## config.mk

```make
export PLATFORM = sky130hd
export DESIGN_NAME = nmpc_cell
export DESIGN_NICKNAME = d
export VERILOG_FILES = /design/src/nmpc_pkg.sv /design/src/nmpc_cell.sv
export SDC_FILE = /design/constraint.sdc
export NUM_CORES = 1
export LEC_CHECK = 0
export BUFFER_PORTS_ARGS = -buffer_cell sky130_fd_sc_hd__buf_2
export CAP_MARGIN = 0
export CORE_ASPECT_RATIO = 0.7
export CORE_MARGIN = 5
export CORE_UTILIZATION = 55
export DETAILED_ROUTE_END_ITERATION = 8
export PLACE_DENSITY = 0.72
export SLEW_MARGIN = 20
export SYNTH_ARGS = -nofsm -noshare
export SYNTH_HDL_FRONTEND = slang
export SYNTH_SLANG_ARGS = --single-unit
```

## constraint.sdc

```tcl
create_clock -name clk -period 14.9 [get_ports clk]
set_input_delay 0.745 -clock clk [delete_from_list [all_inputs] [get_ports clk]]
set_output_delay 0.745 -clock clk [all_outputs]
set_load 0.02 [all_outputs]
```

## src/nmpc_pkg.sv

```systemverilog
`default_nettype none
package nmpc_pkg;

  localparam int unsigned CHAN_W  = 8;
  localparam int unsigned IDX_W   = 4;
  localparam int unsigned X_W     = 11;
  localparam int unsigned Y_W     = 8;
  localparam int unsigned DIST_W  = 10;
  localparam int unsigned D2_W    = 20;
  localparam int unsigned REM_W   = 12;
  localparam int unsigned OFS_W   = 16;
  localparam int unsigned LB_W    = 8;

  localparam logic OP_LOAD  = 1'b0;
  localparam logic OP_MATCH = 1'b1;

  localparam logic [9:0] RED_BIAS  = 10'd512;
  localparam logic [9:0] BLUE_BIAS = 10'd767;
  localparam logic [LB_W-1:0] LINE_BYTES_RST = 8'd40;
  localparam logic [DIST_W-1:0] DIST_MAX = 10'd806;

  // Word moving along the chain: the item plus the best match so far.
  typedef struct packed {
    logic              operation;
    logic [IDX_W-1:0]  entry_index;
    logic [CHAN_W-1:0] red;
    logic [CHAN_W-1:0] green;
    logic [CHAN_W-1:0] blue;
    logic [X_W-1:0]    pixel_x;
    logic [Y_W-1:0]    pixel_y;
    logic [IDX_W-1:0]  best_idx;
    logic [DIST_W-1:0] best_dist;
  } word_t;

  typedef struct packed {
    logic [REM_W-1:0]  rem;
    logic [DIST_W-1:0] root;
  } sqrt_t;

  // One digit of a restoring integer square root.
  function automatic sqrt_t sqrt_step(sqrt_t s, logic [1:0] pair);
    logic [REM_W+1:0] cur;
    logic [REM_W+1:0] trial;
    sqrt_t            o;
    cur   = {s.rem, pair};
    trial = {2'b00, s.root, 2'b01};
    if (cur >= trial) begin
      o.rem  = REM_W'(cur - trial);
      o.root = {s.root[DIST_W-2:0], 1'b1};
    end else begin
      o.rem  = REM_W'(cur);
      o.root = {s.root[DIST_W-2:0], 1'b0};
    end
    return o;
  endfunction

endpackage
`default_nettype wire

```

## src/nmpc_cell.sv

```systemverilog
`default_nettype none
module nmpc_cell #(
  parameter int unsigned CELL_IDX = 0
) (
  input  wire logic           clk,
  input  wire logic           rst_n,
  input  wire logic           en,
  input  wire logic           in_vld,
  input  wire nmpc_pkg::word_t in_word,
  output logic                out_vld,
  output nmpc_pkg::word_t     out_word
);
  import nmpc_pkg::*;

  localparam logic [IDX_W-1:0] MY_IDX = IDX_W'(CELL_IDX);

  logic [23:0] entry_r;
  logic [3:0]  vld_r, vld_nxt;
  word_t       w1_r, w2_r, w3_r, w4_r;

  logic [7:0]  rmean1_r;
  logic [15:0] drsq_r, dgsq_r, dbsq_r;
  logic [D2_W-1:0] d2_r;
  sqrt_t       sq3_r;
  logic [9:0]  lo3_r;

  // stage 1: differences and squares
  logic [7:0]  r1, g1, b1, dr, dg, db, rmean;
  always_comb begin
    r1 = entry_r[23:16];
    g1 = entry_r[15:8];
    b1 = entry_r[7:0];
    rmean = 8'(({1'b0, r1} + {1'b0, in_word.red}) >> 1);
    dr = (r1 > in_word.red)   ? r1 - in_word.red   : in_word.red - r1;
    dg = (g1 > in_word.green) ? g1 - in_word.green : in_word.green - g1;
    db = (b1 > in_word.blue)  ? b1 - in_word.blue  : in_word.blue - b1;
  end

  // stage 2: weighted sum
  logic [9:0]  wr, wb;
  logic [25:0] pr, pb;
  logic [D2_W-1:0] d2;
  always_comb begin
    wr = RED_BIAS + {2'b00, rmean1_r};
    wb = BLUE_BIAS - {2'b00, rmean1_r};
    pr = wr * drsq_r;
    pb = wb * dbsq_r;
    d2 = D2_W'(pr[25:8]) + {2'b00, dgsq_r, 2'b00} + D2_W'(pb[25:8]);
  end

  // stages 3 and 4: five root digits each
  sqrt_t sq3, sq4;
  always_comb begin
    sq3 = '0;
    for (int i = 0; i < 5; i++) begin
      sq3 = sqrt_step(sq3, d2_r[D2_W-1-2*i -: 2]);
    end
    sq4 = sq3_r;
    for (int i = 0; i < 5; i++) begin
      sq4 = sqrt_step(sq4, lo3_r[9-2*i -: 2]);
    end
  end

  word_t w4_nxt;
  always_comb begin
    w4_nxt = w3_r;
    if (CELL_IDX == 0 || sq4.root < w3_r.best_dist) begin
      w4_nxt.best_idx  = MY_IDX;
      w4_nxt.best_dist = sq4.root;
    end
  end

  assign vld_nxt = {vld_r[2:0], in_vld};

  always_ff @(posedge clk) begin
    if (!rst_n) begin
      vld_r <= '0;
    end else if (en) begin
      vld_r <= vld_nxt;
    end
  end

  always_ff @(posedge clk) begin
    if (en) begin
      if (in_vld && in_word.operation == OP_LOAD && in_word.entry_index == MY_IDX) begin
        entry_r <= {in_word.red, in_word.green, in_word.blue};
      end
      w1_r     <= in_word;
      rmean1_r <= rmean;
      drsq_r   <= dr * dr;
      dgsq_r   <= dg * dg;
      dbsq_r   <= db * db;
      w2_r     <= w1_r;
      d2_r     <= d2;
      w3_r     <= w2_r;
      sq3_r    <= sq3;
      lo3_r    <= d2_r[9:0];
      w4_r     <= w4_nxt;
    end
  end

  assign out_vld  = vld_r[3];
  assign out_word = w4_r;

endmodule
`default_nettype wire

```

==> results.md <==
- Worst-path maximum fanout: 24
- CP Data Arrival Time: ~11000 ps
- Fraction of layout cells with a size suffix above 1: 7.72%
- Hold Path Stages: 1
- Core area: between 0.05 and 0.06 mm²
- HP Class: in2reg
- Register bit count reported by yosys: 330
- Final WL: approximately 60000 µm
- Die span in y: 207 µm
- Hold path endpoint: w1_r[26]
- Post-synthesis instance area: 0.0304 mm²
- Diodes inserted: 0
- Multi-input combinational cell area: 0.0185 mm²
- Hold slack: about 370 ps
- R2R depth: 39
- HP Start: in_word[26]
- Unique masters post-synth: 88
- RSZ-0062 raised after global routing: false
- Slew Viols, Final: 0
- Largest area contributor in the netlist: edfxtp_1
- Vias in the first global route: 20.7k
- Syn Inst Count: 2828
- Setup Buffers After CTS: 0
- Std-Cell Rows: approximately 70
- Max transition margin: between 30 and 40%
- GRT Resource Usage Total: 20.1%
- Vias per inst: approximately 5.4
- DR WL/cell: 16.2 µm
- Slew @ Worst Pin: just over 1000 ps
- Grt total ovfl: 0
- DP HPWL: 46600 µm
- Sequential cell area: ~0.01 mm²
- CTS tree: done
- Port Buffers: between 100 and 150
- P&R area growth vs syn: 9.18%
- Req. time, crit path: roughly 15000 ps
- CTS max path bufs: 3
- RR Endpoint: out_word[0]
- Design area: between 0.03 and 0.04 mm²
- Crit path kind: reg2reg
- Fill cell count: between 4k and 5k
- FFs w/ async S/R, synth: 0%
- Yosys warnings: 0
- Setup slack, reg-to-reg: ~3800 ps
- Initial antenna violation count: 0
- Starting Density: a little under three fifths
- Final Hold Fails: 0
- DRC viols: 0
- Number of flops mapped to enable cells by yosys: about 330
- Most used cell, CP: ha_1
- Outcome: complete, no violations
- Max Cap Viol: 0
- Wire length of the first global-routing pass: 101000 µm
- Top_reg_cell synth: edfxtp_1
- Slowest-stage cell, CP: o311ai_1
- Clock transition at the registers of the reported paths: 60 ps
- Clock Sinks: between 300 and 400
- Post-synthesis sequential area ratio: between 30% and 40%
- Leading post-synthesis cells by cell area: edfxtp_1 32%, fa_1 19%, ha_1 15%, inv_1 6.0%, xnor2_1 3.3%
- Slowest stage delay, CP: slightly above 700 ps
- Worst-skew pair later-pin latency: around 560 ps
- Post-CTS Hold Buffers: 0
- Avg Cell Area, Syn: about 11 µm²
- Final antenna-violating net count: 0
- Fmax: about 90 MHz
- Startpoint type of the worst setup path: flop
- Vias: approximately 20k
- Minimum clock period: 11050 ps
- Die X: 291 µm
- Final period util: between 70% and 80%
- Synth top area share: between 30 and 40%
- Final setup vio count: 0
- Setup TNS: 0 ps
- Clk root buf: clkbuf_16
- Total Nets Final: between 3k and 4k
- TritonRoute pass-1 iters: 5
- H-tree depth: 2
- Final Skew: around 31 ps
- Placer Congestion: 0.888
- Post-CTS sizing: 0
- Num CTS Buffers: 36
- Worst Setup End Kind: flop
- Largest net degree at the start of global routing: approximately 110
- # IOs: 129
- Area after DPL: 0.0318 mm²
- Crit. Startpoint: sq3_r[4]
- Reg-to-Reg Start: sq3_r[4]
- 1st-iter DRT viols: between 1k and 1.5k
- Die footprint: ~0.06 mm²
==> per-layer routing <==
layer,up-vias,wire (µm),GRT usage [%]
met4,0,833,3.80
met1,9964,28600,29.3
met5,-,0,0
met3,68,3300,3.40
met2,462,27400,32.6
li1,9689,-,-
==> cell families (layout without fill, tap and decap cells) <==
logic type,Yosys count,in the layout,synth area share (%)
xor+xnor,161,161,4.70
flops,330,330,32.5
mux,47,47,1.61
compound gates,397,397,8.69
buf+inv,539,676,6.83
fa+ha+maj,650,650,33.7
simple gates,702,702,12.0
other cells,2,16,0.0247
==> worst max path at each step <==
| stage | end | slack [ps] | cells past startpoint |
|---|---|---|---|
| 3_5_place_dp | out_word[0] | 4020 | 39 |
| 4_1_cts | out_word[0] | 3990 | 39 |
| 5_1_grt | out_word[0] | 3010 | 38 |
| 2_1_floorplan | out_word[0] | 5820 | 48 |
| 3_3_place_gp | out_word[0] | 4320 | 40 |
| 6_report | out_word[0] | 3850 | 39 |
==> cell usage after synthesis (all sizes together), types with 6 or more instances <==
cell type  number
inv           486
ha            368
edfxtp        326
fa            282
nor2          173
nand2         143
a21oi         118
xnor2         116
nor2b          83
and2           75
nand2b         73
o21ai          62
a21o           53
o21bai         47
xor2           45
clkbuf         40
nor3           36
mux2i          33
nand3          23
nand4          17
or2            16
or3            16
mux2           14
a211oi         12
and3           12
buf            12
o21a           11
a31oi          10
o31ai          10
a211o           9
nor3b           8
nor4            8
o211ai          6
or4             6
==> through the flow <==
step	std cells	setup slack (ps)	utilization, %
after global placement	3653	4320	57.9
after detailed placement	3653	4020	57.9
after global routing	3719	3010	60.4
final	3719	3850	60.4
after floorplan	2842	5820	-
after CTS	3718	3990	60.3
==> cells in the final DEF, fill, tap and decap left out, types with 7 or more instances in the layout <==
master	Yosys	final
buf_2	3	109
and3_1	12	12
clkbuf_16	0	37
a211oi_1	11	11
a21o_1	53	53
nor2b_1	83	83
o21a_1	11	11
o21ai_0	58	58
inv_1	484	484
xnor2_1	115	115
mux2i_1	33	33
o31ai_1	10	9
nor4_1	7	7
nor2_1	173	173
ha_1	368	368
edfxtp_1	326	326
nor3b_1	8	8
nand2_1	142	142
a31oi_1	10	10
fa_1	282	282
a211o_1	9	9
or2_2	14	14
xor2_1	45	45
or3_1	15	15
mux2_2	11	11
buf_4	4	13
a21oi_1	118	118
and2_1	74	74
nand2b_1	73	73
conb_1	2	16
nor3_1	34	33
bufinv_16	0	9
nand3_1	22	22
o21bai_1	47	47
nand4_1	17	17
==> critical path: cells and delay by family, from the launching register on <==
kind / cells / cell delay (ps)
flip-flops: 1 / 380
AND/OR/NAND/NOR: 16 / 3290
multiplexers: 2 / 640
buffers and inverters: 4 / 1430
adder cells (fa/ha/maj): 5 / 1610
AO/OA/AOI/OAI: 11 / 3260
XOR/XNOR: 1 / 150
==> state kept, by name, indices dropped and copies added, names as in the netlist <==
| name | count |
|---|---|
| out_word | 58 |
| d2_r | 20 |
| lo3_r | 10 |
| w1_r | 48 |
| dbsq_r | 15 |
| w2_r | 48 |
| dgsq_r | 15 |
| drsq_r | 15 |
| entry_r | 24 |
| sq3_r | 17 |
| rmean1_r | 8 |
| vld_r | 4 |
| w3_r | 48 |
==> cell type report <==
class | instances | share of cell area (%)
clock buffers | 41 | 2.84
clock inverters | 24 | 1.21
inverters | 487 | 5.55
multi-input cells | 1973 | 55.8
flip-flops and latches | 330 | 29.7
well taps | 740 | 2.79
repair buffers | 124 | 2.07
Power is not shown: default switching activity piles up to over one toggle a cycle in this logic, so the estimate is an artifact.
